File: src/rtl/pendulum_state_feedback_current_macros.svh
// ----------------------------------------------------------------------------
// Assertion macros for the pendulum state feedback controller
// Shared concurrent assertion forms, clocked on i_clk and held off in reset.
// ----------------------------------------------------------------------------
`ifndef PENDULUM_STATE_FEEDBACK_CURRENT_MACROS_SVH
`define PENDULUM_STATE_FEEDBACK_CURRENT_MACROS_SVH

// The consequent must hold in the same cycle as the antecedent.
`define PSFC_ASSERT_IMP(lbl, ante, cons, msg) \
    lbl: assert property (@(posedge i_clk) disable iff (!i_rst_n) (ante) |-> (cons)) \
        else $error(msg);

// The consequent must hold in the cycle after the antecedent.
`define PSFC_ASSERT_NXT(lbl, ante, cons, msg) \
    lbl: assert property (@(posedge i_clk) disable iff (!i_rst_n) (ante) |=> (cons)) \
        else $error(msg);

`endif

File: src/rtl/psfc_pkg.sv
// ----------------------------------------------------------------------------
// psfc_pkg
// Types, constants and the control store of the balance controller.
// ----------------------------------------------------------------------------
`timescale 1ns / 1ps

package psfc_pkg;

    localparam int IN_TDATA_W  = 160;
    localparam int OUT_TDATA_W = 72;
    localparam int OPA_W       = 34;
    localparam int OPB_W       = 26;
    localparam int PROD_W      = OPA_W + OPB_W;
    localparam int ACC_W       = 58;
    localparam int STEP_W      = 5;

    localparam logic signed [PROD_W-1:0] TERM_CAP = 60'sd68719476736;

    localparam logic [15:0]        RST_FILTER_COEFF  = 16'd19661;
    localparam logic signed [24:0] RST_GAIN_ANGLE    = 25'sd1920000;
    localparam logic signed [24:0] RST_GAIN_RATE     = 25'sd38400;
    localparam logic signed [24:0] RST_GAIN_POSITION = 25'sd0;
    localparam logic signed [24:0] RST_GAIN_SPEED    = 25'sd0;
    localparam logic signed [24:0] RST_GAIN_YAW      = 25'sd76800;
    localparam logic [19:0]        RST_THROTTLE_GAIN = 20'd200000;
    localparam logic [19:0]        RST_CURRENT_LIMIT = 20'd120000;

    typedef enum logic [2:0] {
        REG_FILTER_COEFF  = 3'd0,
        REG_GAIN_ANGLE    = 3'd1,
        REG_GAIN_RATE     = 3'd2,
        REG_GAIN_POSITION = 3'd3,
        REG_GAIN_SPEED    = 3'd4,
        REG_GAIN_YAW      = 3'd5,
        REG_THROTTLE_GAIN = 3'd6,
        REG_CURRENT_LIMIT = 3'd7
    } t_reg;

    typedef struct packed {
        logic [15:0]        filter_coeff;
        logic signed [24:0] gain_angle;
        logic signed [24:0] gain_rate;
        logic signed [24:0] gain_position;
        logic signed [24:0] gain_speed;
        logic signed [24:0] gain_yaw;
        logic [19:0]        throttle_gain;
        logic [19:0]        current_limit;
    } t_cfg;

    // Multiplier operand pair.
    typedef enum logic [3:0] {
        M_NONE  = 4'd0,
        M_FOLD  = 4'd1,
        M_FNEW  = 4'd2,
        M_ANGLE = 4'd3,
        M_RATE  = 4'd4,
        M_POS   = 4'd5,
        M_SPEED = 4'd6,
        M_THR   = 4'd7,
        M_YAW   = 4'd8
    } t_msel;

    // Scaling of the registered product.
    typedef enum logic [2:0] {
        SH_NONE  = 3'd0,
        SH_S0    = 3'd1,
        SH_S1    = 3'd2,
        SH_S8    = 3'd3,
        SH_S9    = 3'd4,
        SH_CAP16 = 3'd5
    } t_shp;

    // Accumulator operation.
    typedef enum logic [2:0] {
        A_NOP   = 3'd0,
        A_LOAD  = 3'd1,
        A_LOADN = 3'd2,
        A_ADD   = 3'd3,
        A_SUB   = 3'd4,
        A_SPLIT = 3'd5
    } t_aop;

    // State and result writeback.
    typedef enum logic [2:0] {
        W_NONE  = 3'd0,
        W_FILT  = 3'd1,
        W_BTN   = 3'd2,
        W_RIGHT = 3'd3,
        W_LEFT  = 3'd4,
        W_ZERO  = 3'd5,
        W_EMIT  = 3'd6
    } t_wb;

    typedef enum logic [2:0] {
        J_NEXT   = 3'd0,
        J_IFBTN  = 3'd1,
        J_IFSTOP = 3'd2,
        J_GOTO   = 3'd3,
        J_DONE   = 3'd4
    } t_jmp;

    typedef struct packed {
        t_msel             msel;
        t_shp              shp;
        t_aop              aop;
        t_wb               wb;
        t_jmp              jmp;
        logic [STEP_W-1:0] target;
    } t_uword;

    typedef struct packed {
        logic is_button;
        logic running;
        logic out_full;
    } t_stat;

    localparam logic [STEP_W-1:0] ADDR_EMIT = 5'd17;
    localparam logic [STEP_W-1:0] ADDR_STOP = 5'd18;
    localparam logic [STEP_W-1:0] ADDR_BTN  = 5'd19;

    localparam t_uword UW_NOP = '{msel: M_NONE, shp: SH_NONE, aop: A_NOP, wb: W_NONE,
                                  jmp: J_DONE, target: '0};

    function automatic t_uword uw(input t_msel m, input t_shp s, input t_aop a,
                                  input t_wb w, input t_jmp j,
                                  input logic [STEP_W-1:0] t);
        t_uword r;
        r.msel   = m;
        r.shp    = s;
        r.aop    = a;
        r.wb     = w;
        r.jmp    = j;
        r.target = t;
        return r;
    endfunction

    function automatic t_uword ucode(input logic [STEP_W-1:0] addr);
        t_uword r;
        case (addr)
            5'd0:  r = uw(M_FOLD,  SH_NONE,  A_NOP,   W_NONE,  J_IFBTN,  ADDR_BTN);
            5'd1:  r = uw(M_FNEW,  SH_NONE,  A_NOP,   W_NONE,  J_NEXT,   '0);
            5'd2:  r = uw(M_NONE,  SH_S0,    A_NOP,   W_NONE,  J_NEXT,   '0);
            5'd3:  r = uw(M_NONE,  SH_S0,    A_LOAD,  W_NONE,  J_NEXT,   '0);
            5'd4:  r = uw(M_NONE,  SH_NONE,  A_ADD,   W_NONE,  J_NEXT,   '0);
            5'd5:  r = uw(M_NONE,  SH_NONE,  A_NOP,   W_FILT,  J_IFSTOP, ADDR_STOP);
            5'd6:  r = uw(M_ANGLE, SH_NONE,  A_NOP,   W_NONE,  J_NEXT,   '0);
            5'd7:  r = uw(M_RATE,  SH_NONE,  A_NOP,   W_NONE,  J_NEXT,   '0);
            5'd8:  r = uw(M_POS,   SH_S0,    A_NOP,   W_NONE,  J_NEXT,   '0);
            5'd9:  r = uw(M_SPEED, SH_S8,    A_LOADN, W_NONE,  J_NEXT,   '0);
            5'd10: r = uw(M_THR,   SH_CAP16, A_SUB,   W_NONE,  J_NEXT,   '0);
            5'd11: r = uw(M_YAW,   SH_CAP16, A_SUB,   W_NONE,  J_NEXT,   '0);
            5'd12: r = uw(M_NONE,  SH_S9,    A_SUB,   W_NONE,  J_NEXT,   '0);
            5'd13: r = uw(M_NONE,  SH_S1,    A_ADD,   W_NONE,  J_NEXT,   '0);
            5'd14: r = uw(M_NONE,  SH_NONE,  A_SPLIT, W_NONE,  J_NEXT,   '0);
            5'd15: r = uw(M_NONE,  SH_NONE,  A_NOP,   W_RIGHT, J_NEXT,   '0);
            5'd16: r = uw(M_NONE,  SH_NONE,  A_NOP,   W_LEFT,  J_NEXT,   '0);
            5'd17: r = uw(M_NONE,  SH_NONE,  A_NOP,   W_EMIT,  J_DONE,   '0);
            5'd18: r = uw(M_NONE,  SH_NONE,  A_NOP,   W_ZERO,  J_GOTO,   ADDR_EMIT);
            5'd19: r = uw(M_NONE,  SH_NONE,  A_NOP,   W_BTN,   J_DONE,   '0);
            default: r = UW_NOP;
        endcase
        return r;
    endfunction

endpackage

File: src/rtl/psfc_sequencer.sv
// ----------------------------------------------------------------------------
// psfc_sequencer
// Step counter over the control store, with conditional jumps.
// ----------------------------------------------------------------------------
`timescale 1ns / 1ps
`include "pendulum_state_feedback_current_macros.svh"

module psfc_sequencer (
    input  logic             i_clk,
    input  logic             i_rst_n,
    input  logic             i_start,
    input  psfc_pkg::t_stat  i_stat,
    output psfc_pkg::t_uword o_uw,
    output logic             o_idle
);
    import psfc_pkg::*;

    typedef enum logic [1:0] {
        S_IDLE = 2'b01,
        S_RUN  = 2'b10
    } t_seq_state;

    t_seq_state        r_state, n_state;
    logic [STEP_W-1:0] r_step, n_step;
    t_uword            w_word;
    logic              w_hold;

    assign w_word = ucode(r_step);
    assign w_hold = (w_word.wb == W_EMIT) && i_stat.out_full;
    assign o_uw   = (r_state == S_RUN) ? w_word : UW_NOP;
    assign o_idle = (r_state == S_IDLE);

    always_comb begin
        n_state = r_state;
        n_step  = r_step;
        unique case (r_state)
            S_IDLE: begin
                if (i_start) begin
                    n_state = S_RUN;
                    n_step  = '0;
                end
            end
            S_RUN: begin
                if (!w_hold) begin
                    unique case (w_word.jmp)
                        J_NEXT: n_step = r_step + 1'b1;
                        J_IFBTN: begin
                            n_step = i_stat.is_button ? w_word.target : r_step + 1'b1;
                        end
                        J_IFSTOP: begin
                            n_step = i_stat.running ? r_step + 1'b1 : w_word.target;
                        end
                        J_GOTO: n_step = w_word.target;
                        J_DONE: begin
                            n_state = S_IDLE;
                            n_step  = '0;
                        end
                        default: begin
                            n_state = S_IDLE;
                            n_step  = '0;
                        end
                    endcase
                end
            end
            default: begin
                n_state = S_IDLE;
                n_step  = '0;
            end
        endcase
    end

    always_ff @(posedge i_clk) begin
        if (!i_rst_n) begin
            r_state <= S_IDLE;
            r_step  <= '0;
        end else begin
            r_state <= n_state;
            r_step  <= n_step;
        end
    end

    `PSFC_ASSERT_NXT(a_start_at_zero, (r_state == S_IDLE) && i_start,
        (r_state == S_RUN) && (r_step == '0), "program did not start at step zero")
    `PSFC_ASSERT_NXT(a_emit_holds, (r_state == S_RUN) && w_hold,
        (r_state == S_RUN) && $stable(r_step), "result step moved while output was full")

endmodule

File: src/rtl/psfc_datapath.sv
// ----------------------------------------------------------------------------
// psfc_datapath
// Shared multiplier, product scaler, accumulator, controller state and the
// result register, all driven by the control word.
// ----------------------------------------------------------------------------
`timescale 1ns / 1ps
`include "pendulum_state_feedback_current_macros.svh"

module psfc_datapath (
    input  logic                i_clk,
    input  logic                i_rst_n,
    input  logic                i_load,
    input  logic                i_operation,
    input  logic signed [17:0]  i_roll_estimate,
    input  logic signed [19:0]  i_roll_rate,
    input  logic signed [19:0]  i_yaw_rate,
    input  logic signed [31:0]  i_wheel_position,
    input  logic signed [31:0]  i_wheel_speed,
    input  logic signed [15:0]  i_stick_yaw,
    input  logic signed [15:0]  i_stick_throttle,
    input  psfc_pkg::t_cfg      i_cfg,
    input  psfc_pkg::t_uword    i_uw,
    input  logic                i_out_ready,
    output psfc_pkg::t_stat     o_stat,
    output logic                o_out_valid,
    output logic signed [20:0]  o_command_right,
    output logic signed [20:0]  o_command_left,
    output logic                o_running,
    output logic signed [23:0]  o_filtered_roll
);
    import psfc_pkg::*;

    // Latched item.
    logic               r_btn;
    logic signed [17:0] r_roll;
    logic signed [19:0] r_rrate;
    logic signed [27:0] r_yerr;
    logic signed [31:0] r_pos;
    logic signed [31:0] r_spd;
    logic signed [16:0] r_nthr;
    logic signed [27:0] w_yerr;

    // Controller state.
    logic signed [23:0] r_f;
    logic signed [23:0] r_roff;
    logic signed [31:0] r_last_pos;
    logic signed [31:0] r_poff;
    logic               r_run;

    // Arithmetic pipeline.
    logic signed [OPA_W-1:0]  r_a, n_a;
    logic signed [OPB_W-1:0]  r_b, n_b;
    logic signed [PROD_W-1:0] r_prod;
    logic signed [ACC_W-1:0]  r_term, n_term;
    logic signed [ACC_W-1:0]  r_acc, r_acc2;
    logic signed [37:0]       w_cap;
    logic [16:0]              w_cinv;
    logic signed [24:0]       w_fdiff;
    logic signed [32:0]       w_pdiff;

    // Writeback helpers.
    logic signed [ACC_W-1:0]  w_fsh;
    logic signed [23:0]       w_fnew;
    logic signed [ACC_W-1:0]  w_fin_src, w_fin_bias, w_fin_q, w_lim;
    logic signed [20:0]       w_fin;
    logic signed [20:0]       r_cr, r_cl;

    // Result register.
    logic               r_ov;
    logic signed [20:0] r_o_cr, r_o_cl;
    logic               r_o_run;
    logic signed [23:0] r_o_f;
    logic               w_out_full, w_emit;

    assign w_yerr = -(28'(i_stick_yaw) * 28'sd360) - (28'(i_yaw_rate) <<< 7);

    always_ff @(posedge i_clk) begin
        if (i_load) begin
            r_btn   <= i_operation;
            r_roll  <= i_roll_estimate;
            r_rrate <= i_roll_rate;
            r_yerr  <= w_yerr;
            r_pos   <= i_wheel_position;
            r_spd   <= i_wheel_speed;
            r_nthr  <= -(17'(i_stick_throttle));
        end
    end

    assign w_cinv  = 17'h10000 - {1'b0, i_cfg.filter_coeff};
    assign w_fdiff = 25'(r_f) - 25'(r_roff);
    assign w_pdiff = 33'(r_pos) - 33'(r_poff);

    always_comb begin
        n_a = '0;
        n_b = '0;
        unique case (i_uw.msel)
            M_NONE: begin
                n_a = '0;
                n_b = '0;
            end
            M_FOLD: begin
                n_a = OPA_W'(r_f);
                n_b = {10'd0, i_cfg.filter_coeff};
            end
            M_FNEW: begin
                n_a = OPA_W'($signed({r_roll, 8'd0}));
                n_b = {9'd0, w_cinv};
            end
            M_ANGLE: begin
                n_a = OPA_W'(w_fdiff);
                n_b = OPB_W'(i_cfg.gain_angle);
            end
            M_RATE: begin
                n_a = OPA_W'(r_rrate);
                n_b = OPB_W'(i_cfg.gain_rate);
            end
            M_POS: begin
                n_a = OPA_W'(w_pdiff);
                n_b = OPB_W'(i_cfg.gain_position);
            end
            M_SPEED: begin
                n_a = OPA_W'(r_spd);
                n_b = OPB_W'(i_cfg.gain_speed);
            end
            M_THR: begin
                n_a = OPA_W'(r_nthr);
                n_b = {6'd0, i_cfg.throttle_gain};
            end
            M_YAW: begin
                n_a = OPA_W'(r_yerr);
                n_b = OPB_W'(i_cfg.gain_yaw);
            end
            default: begin
                n_a = '0;
                n_b = '0;
            end
        endcase
    end

    always_comb begin
        if (r_prod > TERM_CAP) begin
            w_cap = 38'(TERM_CAP);
        end else if (r_prod < -TERM_CAP) begin
            w_cap = -(38'(TERM_CAP));
        end else begin
            w_cap = 38'(r_prod);
        end
    end

    always_comb begin
        n_term = r_term;
        unique case (i_uw.shp)
            SH_NONE:  n_term = r_term;
            SH_S0:    n_term = ACC_W'(r_prod);
            SH_S1:    n_term = ACC_W'(r_prod <<< 1);
            SH_S8:    n_term = ACC_W'(r_prod <<< 8);
            SH_S9:    n_term = ACC_W'(r_prod <<< 9);
            SH_CAP16: n_term = ACC_W'($signed({w_cap, 16'd0}));
            default:  n_term = r_term;
        endcase
    end

    always_ff @(posedge i_clk) begin
        r_a    <= n_a;
        r_b    <= n_b;
        r_prod <= r_a * r_b;
        r_term <= n_term;
        unique case (i_uw.aop)
            A_NOP:   r_acc <= r_acc;
            A_LOAD:  r_acc <= r_term;
            A_LOADN: r_acc <= -r_term;
            A_ADD:   r_acc <= r_acc + r_term;
            A_SUB:   r_acc <= r_acc - r_term;
            A_SPLIT: begin
                r_acc  <= r_acc + r_term;
                r_acc2 <= r_term - r_acc;
            end
            default: r_acc <= r_acc;
        endcase
    end

    assign w_fsh = r_acc >>> 16;

    always_comb begin
        if (w_fsh > 58'sd8388607) begin
            w_fnew = 24'sh7FFFFF;
        end else if (w_fsh < -58'sd8388608) begin
            w_fnew = 24'sh800000;
        end else begin
            w_fnew = 24'(w_fsh);
        end
    end

    assign w_fin_src  = (i_uw.wb == W_LEFT) ? r_acc2 : r_acc;
    assign w_fin_bias = w_fin_src + (w_fin_src[ACC_W-1] ? 58'sd16777215 : 58'sd0);
    assign w_fin_q    = w_fin_bias >>> 24;
    assign w_lim      = $signed({38'd0, i_cfg.current_limit});

    always_comb begin
        if (w_fin_q > w_lim) begin
            w_fin = 21'(w_lim);
        end else if (w_fin_q < -w_lim) begin
            w_fin = 21'(-w_lim);
        end else begin
            w_fin = 21'(w_fin_q);
        end
    end

    assign w_out_full = r_ov && !i_out_ready;
    assign w_emit     = (i_uw.wb == W_EMIT) && !w_out_full;

    always_ff @(posedge i_clk) begin
        if (!i_rst_n) begin
            r_f        <= '0;
            r_roff     <= '0;
            r_last_pos <= '0;
            r_poff     <= '0;
            r_run      <= 1'b0;
            r_ov       <= 1'b0;
        end else begin
            if (i_uw.wb == W_FILT) begin
                r_f        <= w_fnew;
                r_last_pos <= r_pos;
            end
            if (i_uw.wb == W_BTN) begin
                r_run  <= !r_run;
                r_roff <= r_f;
                r_poff <= r_last_pos;
            end
            if (w_emit) begin
                r_ov <= 1'b1;
            end else if (i_out_ready) begin
                r_ov <= 1'b0;
            end
        end
    end

    always_ff @(posedge i_clk) begin
        unique case (i_uw.wb)
            W_RIGHT: r_cr <= w_fin;
            W_LEFT:  r_cl <= w_fin;
            W_ZERO: begin
                r_cr <= '0;
                r_cl <= '0;
            end
            default: begin
                r_cr <= r_cr;
                r_cl <= r_cl;
            end
        endcase
        if (w_emit) begin
            r_o_cr  <= r_cr;
            r_o_cl  <= r_cl;
            r_o_run <= r_run;
            r_o_f   <= r_f;
        end
    end

    assign o_stat.is_button = r_btn;
    assign o_stat.running   = r_run;
    assign o_stat.out_full  = w_out_full;
    assign o_out_valid      = r_ov;
    assign o_command_right  = r_o_cr;
    assign o_command_left   = r_o_cl;
    assign o_running        = r_o_run;
    assign o_filtered_roll  = r_o_f;

    `PSFC_ASSERT_IMP(a_stop_zero, r_ov && !r_o_run,
        (r_o_cr == '0) && (r_o_cl == '0), "stopped result carries nonzero command")
    `PSFC_ASSERT_NXT(a_btn_toggles, i_uw.wb == W_BTN,
        r_run != $past(r_run), "button step did not toggle the run state")

endmodule

File: src/rtl/pendulum_state_feedback_current.sv
// ----------------------------------------------------------------------------
// pendulum_state_feedback_current
// Balance controller for a two-wheeled pendulum: right and left motor current
// commands from attitude, wheel state and stick values.
// ----------------------------------------------------------------------------
// Items enter on the s_axis channel. Bit 0 of s_axis_tuser selects a control
// tick (0) or a button press (1); s_axis_tdata carries the sensor and stick
// fields. A button beat toggles running, captures the roll and position
// offsets and gives no result. A tick gives one m_axis beat with both commands,
// the run flag and the filtered roll.
// Registers are written on the cfg channel, which is always ready. The user must
// write them only while the block is idle; the block itself does not enforce it.
// One shared 34 by 26 bit multiplier does all products under a 20-step
// program. A stopped tick skips the gain steps, zeroes both commands and goes
// to the result step; a button press jumps from the first step to the button
// step. s_axis_tready is high only while the program is idle, so a new beat is
// taken only after the previous item's program has finished.
// The result register lets the next item run while a result waits; if the
// receiver still stalls when the next result is due, the program holds on
// its final step. Reset stops the controller, clears the filter and offsets,
// and loads the default registers.
// ----------------------------------------------------------------------------
`timescale 1ns / 1ps

module pendulum_state_feedback_current (
    input  logic                               i_clk,
    input  logic                               i_rst_n,
    input  logic                               s_axis_tvalid,
    output logic                               s_axis_tready,
    // roll_estimate, roll_rate, yaw_rate, wheel_position, wheel_speed,
    // stick_yaw, stick_throttle, zero fill
    input  logic [psfc_pkg::IN_TDATA_W-1:0]    s_axis_tdata,
    // operation
    input  logic                               s_axis_tuser,
    output logic                               m_axis_tvalid,
    input  logic                               m_axis_tready,
    // command_right, command_left, running, filtered_roll, zero fill
    output logic [psfc_pkg::OUT_TDATA_W-1:0]   m_axis_tdata,
    input  logic                               i_cfg_valid,
    output logic                               o_cfg_ready,
    input  logic [2:0]                         i_cfg_addr,
    input  logic [24:0]                        i_cfg_data
);
    import psfc_pkg::*;

    t_cfg               r_cfg;
    t_uword             w_uw;
    t_stat              w_stat;
    logic               w_idle;
    logic               w_accept;
    logic signed [20:0] w_cr, w_cl;
    logic               w_run;
    logic signed [23:0] w_froll;

    assign o_cfg_ready   = 1'b1;
    assign s_axis_tready = w_idle;
    assign w_accept      = s_axis_tvalid && w_idle;

    always_ff @(posedge i_clk) begin
        if (!i_rst_n) begin
            r_cfg.filter_coeff  <= RST_FILTER_COEFF;
            r_cfg.gain_angle    <= RST_GAIN_ANGLE;
            r_cfg.gain_rate     <= RST_GAIN_RATE;
            r_cfg.gain_position <= RST_GAIN_POSITION;
            r_cfg.gain_speed    <= RST_GAIN_SPEED;
            r_cfg.gain_yaw      <= RST_GAIN_YAW;
            r_cfg.throttle_gain <= RST_THROTTLE_GAIN;
            r_cfg.current_limit <= RST_CURRENT_LIMIT;
        end else if (i_cfg_valid) begin
            unique case (t_reg'(i_cfg_addr))
                REG_FILTER_COEFF:  r_cfg.filter_coeff  <= i_cfg_data[15:0];
                REG_GAIN_ANGLE:    r_cfg.gain_angle    <= $signed(i_cfg_data);
                REG_GAIN_RATE:     r_cfg.gain_rate     <= $signed(i_cfg_data);
                REG_GAIN_POSITION: r_cfg.gain_position <= $signed(i_cfg_data);
                REG_GAIN_SPEED:    r_cfg.gain_speed    <= $signed(i_cfg_data);
                REG_GAIN_YAW:      r_cfg.gain_yaw      <= $signed(i_cfg_data);
                REG_THROTTLE_GAIN: r_cfg.throttle_gain <= i_cfg_data[19:0];
                REG_CURRENT_LIMIT: r_cfg.current_limit <= i_cfg_data[19:0];
                default:           r_cfg               <= r_cfg;
            endcase
        end
    end

    psfc_sequencer u_seq (
        .i_clk   (i_clk),
        .i_rst_n (i_rst_n),
        .i_start (w_accept),
        .i_stat  (w_stat),
        .o_uw    (w_uw),
        .o_idle  (w_idle)
    );

    psfc_datapath u_dp (
        .i_clk            (i_clk),
        .i_rst_n          (i_rst_n),
        .i_load           (w_accept),
        .i_operation      (s_axis_tuser),
        .i_roll_estimate  ($signed(s_axis_tdata[17:0])),
        .i_roll_rate      ($signed(s_axis_tdata[37:18])),
        .i_yaw_rate       ($signed(s_axis_tdata[57:38])),
        .i_wheel_position ($signed(s_axis_tdata[89:58])),
        .i_wheel_speed    ($signed(s_axis_tdata[121:90])),
        .i_stick_yaw      ($signed(s_axis_tdata[137:122])),
        .i_stick_throttle ($signed(s_axis_tdata[153:138])),
        .i_cfg            (r_cfg),
        .i_uw             (w_uw),
        .i_out_ready      (m_axis_tready),
        .o_stat           (w_stat),
        .o_out_valid      (m_axis_tvalid),
        .o_command_right  (w_cr),
        .o_command_left   (w_cl),
        .o_running        (w_run),
        .o_filtered_roll  (w_froll)
    );

    assign m_axis_tdata = {5'd0, w_froll, w_run, w_cl, w_cr};

endmodule
File: config.mk
export PLATFORM = sky130hd
export DESIGN_NAME = pendulum_state_feedback_current
export DESIGN_NICKNAME = d
export VERILOG_FILES = /design/src/rtl/psfc_pkg.sv /design/src/rtl/psfc_sequencer.sv /design/src/rtl/psfc_datapath.sv /design/src/rtl/pendulum_state_feedback_current.sv
export VERILOG_INCLUDE_DIRS = /design/src /design/src/rtl
export SDC_FILE = /design/constraint.sdc
export NUM_CORES = 2
export LEC_CHECK = 0
export BUFFER_PORTS_ARGS = -buffer_cell sky130_fd_sc_hd__buf_2
export CORE_MARGIN = 3
export CORE_UTILIZATION = 50
export DETAILED_ROUTE_END_ITERATION = 10
export PLACE_DENSITY_LB_ADDON = 0.08
export RECOVER_POWER = 50
export SYNTH_ARGS = -nofsm -noshare
export SYNTH_HDL_FRONTEND = slang
export SYNTH_SLANG_ARGS = --single-unit
File: constraint.sdc
create_clock -name i_clk -period 10.9 [get_ports i_clk]
set_clock_uncertainty 0.05 [all_clocks]
set_input_delay 1.09 -clock i_clk [delete_from_list [all_inputs] [get_ports i_clk]]
set_output_delay 1.09 -clock i_clk [all_outputs]
set_load 0.01 [all_outputs]
==> impl_metrics.tcl <==
set metrics [dict create \
    final_antenna_net_count 0 \
    io_buffers 256 \
    power_density_nw_per_um2 98.5 \
    die_width_um 407 \
    fp.dieArea_um2 166000 \
    tightest_slew_ps 4190 \
    clock_latency_ps 770 \
    place_ws_ps 1760 \
    synth_top_area_frac 0.229 \
    overflow 0 \
    grt_util_all_layers 0.308 \
    grt-busiest-layer "met2" \
    cp.required_ps 11340 \
    fill_cells 14614 \
    yosysMostFrequentCell "nand2_1" \
    internal_power_mw 6.14 \
    synth_top_area_cell "fa_1" \
    drc 0 \
    via_per_inst 5.78 \
    slew_violations 842 \
    drive_gt1_frac 0.0595 \
    hold_buffers 0 \
    coreArea_um2 159000 \
    status "complete, but fails checks" \
    fin_setup_tns_ps 0 \
    floorplan.rows 146 \
    crit_fanout 34 \
    hold_class "reg -> reg" \
    drt-total-wl_mm 254 \
    synthFlopType "dfxtp_1" \
    grt_max_degree 106 \
    postCtsSetupBuffers 0 \
    syn_area_per_cell_um2 9.02 \
    vias 64493 \
    die_y_um 407 \
    synth_seq_cells 866 \
    first_iter_violations 5710 \
    grt_pass1_wl_mm 389 \
    period_share 0.869 \
    fin_nets 10613 \
    arrival_ps 9910 \
    ios 269 \
    ys_seq_area_frac 0.269 \
    async_reset_ff_frac 0 \
    rsz0062_at_grt "no" \
    cp-end-kind "flop" \
    swShare 0.284 \
    period_needed_ps 9470 \
    cts_max_level 3 \
    p_leak_nw 38.8 \
    crit_path_start_kind "flop" \
    firstDrtPassIters 9 \
    synth.top_cells.by_area "fa_1 (23%), edfxtp_1 (16%), dfxtp_1 (11%)" \
    maxCapViolations 16 \
    synth_edf_count 428 \
    grt.met1_usage 0.417 \
    cts.clk_slew.worst_paths_ps 60 \
    finalHoldViolations 0 \
    routedWlPerCell_um 22.8 \
    clockRootBuffer "clkbuf_16" \
    grt_pass1_vias 64610 \
    dp_hpwl_mm 193 \
    grt_antenna_before_repair 31 \
    ys_types 91 \
    initial_core_util 0.506 \
    grt.met3_usage 0.0701 \
    syn_area_um2 80300 \
    yosys-top-cells-count "nand2_1 (1378), inv_1 (1265), fa_1 (918), a21oi_1 (564), ha_1 (517)" \
    power_frac_comb 0.181 \
    fmax_ghz 0.106 \
    violations "capacitance limit, slew limit" \
    ir_drop_uv 151 \
    synthCells 8903 \
    syn_to_final_growth_pct 8.35 \
    met2_usage 0.496 \
    pwr-share-seq 0.422 \
    tritoncts "built" \
    cts_sinks 866 \
    slew_headroom -1.80 \
    critPathKind "reg -> reg" \
    cts-resized-gates 0 \
    setup_viol 0 \
    cts_made_buffers 99 \
    p_clk_frac 0.397 \
    yosys_warnings 0 \
    switchingPower_mw 2.44 \
    clk_path_buf_depth 3 \
    layout_setup_ws_ps 1430 \
    gp_congestion 0.954 \
]
worst max-delay path, cell delays in order (launching register included):
cell and delay, ps:
dfxtp_1 560, nand4bb_1 450, clkbuf_1 430, clkinv_1 130
clkbuf_1 1210, nand4_1 330, and2_1 260, nor3_1 460
o2111ai_1 440, nand2_1 210, nor4b_2 390, nand3_1 220
xnor2_2 540, buf_4 300, ha_1 260, a21o_1 180
a21o_1 170, a21oi_1 150, o221ai_1 150, a2111oi_0 640
o21a_1 210, o22ai_1 100, a21oi_4 670, buf_4 340
o21ai_0 100, a32o_1 300
sequential cells by signal (all words and copies together) (netlist names), 32 cells and up:
register         cells
u_dp.r_last_pos     32
u_dp.r_acc2         58
r_cfg              181
u_dp.r_poff         32
u_dp.r_spd          32
u_dp.r_pos          32
u_dp.r_prod         60
u_dp.r_term         58
u_dp.r_a            33
u_dp.r_acc          58
power groups by stage:
stage,combinational (mW),sequential (mW),clock (mW)
2_1_floorplan,1.17,3.66,0
3_3_place_gp,1.52,3.68,0
3_5_place_dp,1.54,3.68,0
4_1_cts,1.56,3.61,3.48
5_1_grt,1.76,3.63,3.60
6_report,1.55,3.62,3.41
layer usage:
layer  share of wire  wire length [um]
met1            0.42            108000
met4           0.033              8280
met5         0.00016                40
met3           0.089             22700
met2            0.45            115000
per-stage QoR:
step                cell area [um2]  power, mW  instances  hold slack (ps)   util
finish                        87100       8.58      11163              365  0.548
global route                  87000       8.99      11151              371  0.548
floorplan                     80400       4.83       8907              350      -
CTS                           87200       8.65      11142              367  0.549
detailed placement            83900       5.22      10955              355  0.528
global placement              83900       5.20      10955              351  0.528
final timing paths:
path               startpoint                endpoint  slack, ps  cells past startpoint
max          u_seq.w_word[10]           u_dp.r_cr[11]       1430                     25
min              u_dp.r_cl[2]  u_dp.o_command_left[2]        370                      0
max reg2reg  u_seq.w_word[10]           u_dp.r_cr[11]       1430                     25
min reg2reg      u_dp.r_cl[2]  u_dp.o_command_left[2]        370                      0
cell type report:
class	count	area, um2	share of cell area
sequential	866	21600	0.248
antenna	21	52.6	0.000604
multi-input combinational	6355	52500	0.604
clock buffer	132	2720	0.0313
tap	2072	2590	0.0298
timing repair buffer	394	2130	0.0244
inverter	1268	4760	0.0547
clock inverter	55	616	0.00707
layout by cell type, fill, tap and decap left out, drive strengths merged, types with 21 or more instances in the layout:
| cell type | n |
|---|---|
| a211oi | 44 |
| a21o | 161 |
| a21oi | 565 |
| a221oi | 24 |
| a222oi | 38 |
| a22o | 21 |
| a22oi | 158 |
| a31oi | 35 |
| and2 | 383 |
| and3 | 30 |
| buf | 278 |
| clkbuf | 248 |
| clkinv | 36 |
| dfxtp | 438 |
| diode | 21 |
| edfxtp | 428 |
| fa | 918 |
| ha | 517 |
| inv | 1270 |
| mux2i | 24 |
| nand2 | 1379 |
| nand2b | 76 |
| nand3 | 167 |
| nand4 | 55 |
| nor2 | 362 |
| nor2b | 51 |
| nor3 | 138 |
| nor4 | 62 |
| o211ai | 37 |
| o21a | 48 |
| o21ai | 320 |
| o21bai | 45 |
| o31ai | 28 |
| or2 | 21 |
| or3 | 42 |
| xnor2 | 243 |
| xor2 | 121 |
kinds of logic (layout without fill, tap and decap cells):
| family | count (synthesis) | after routing | share of synthesized area |
|---|---|---|---|
| multiplexers | 35 | 35 | 0.00453 |
| AND/OR/NAND/NOR | 2832 | 2832 | 0.164 |
| AO/OA/AOI/OAI | 1683 | 1683 | 0.134 |
| XOR/XNOR | 364 | 364 | 0.0398 |
| buffers and inverters | 1686 | 1849 | 0.0796 |
| other | 2 | 27 | 0.0000935 |
| adder cells (fa/ha/maj) | 1435 | 1435 | 0.309 |
| flip-flops | 866 | 866 | 0.269 |
Note: power is estimated with default switching activity, not from simulation.
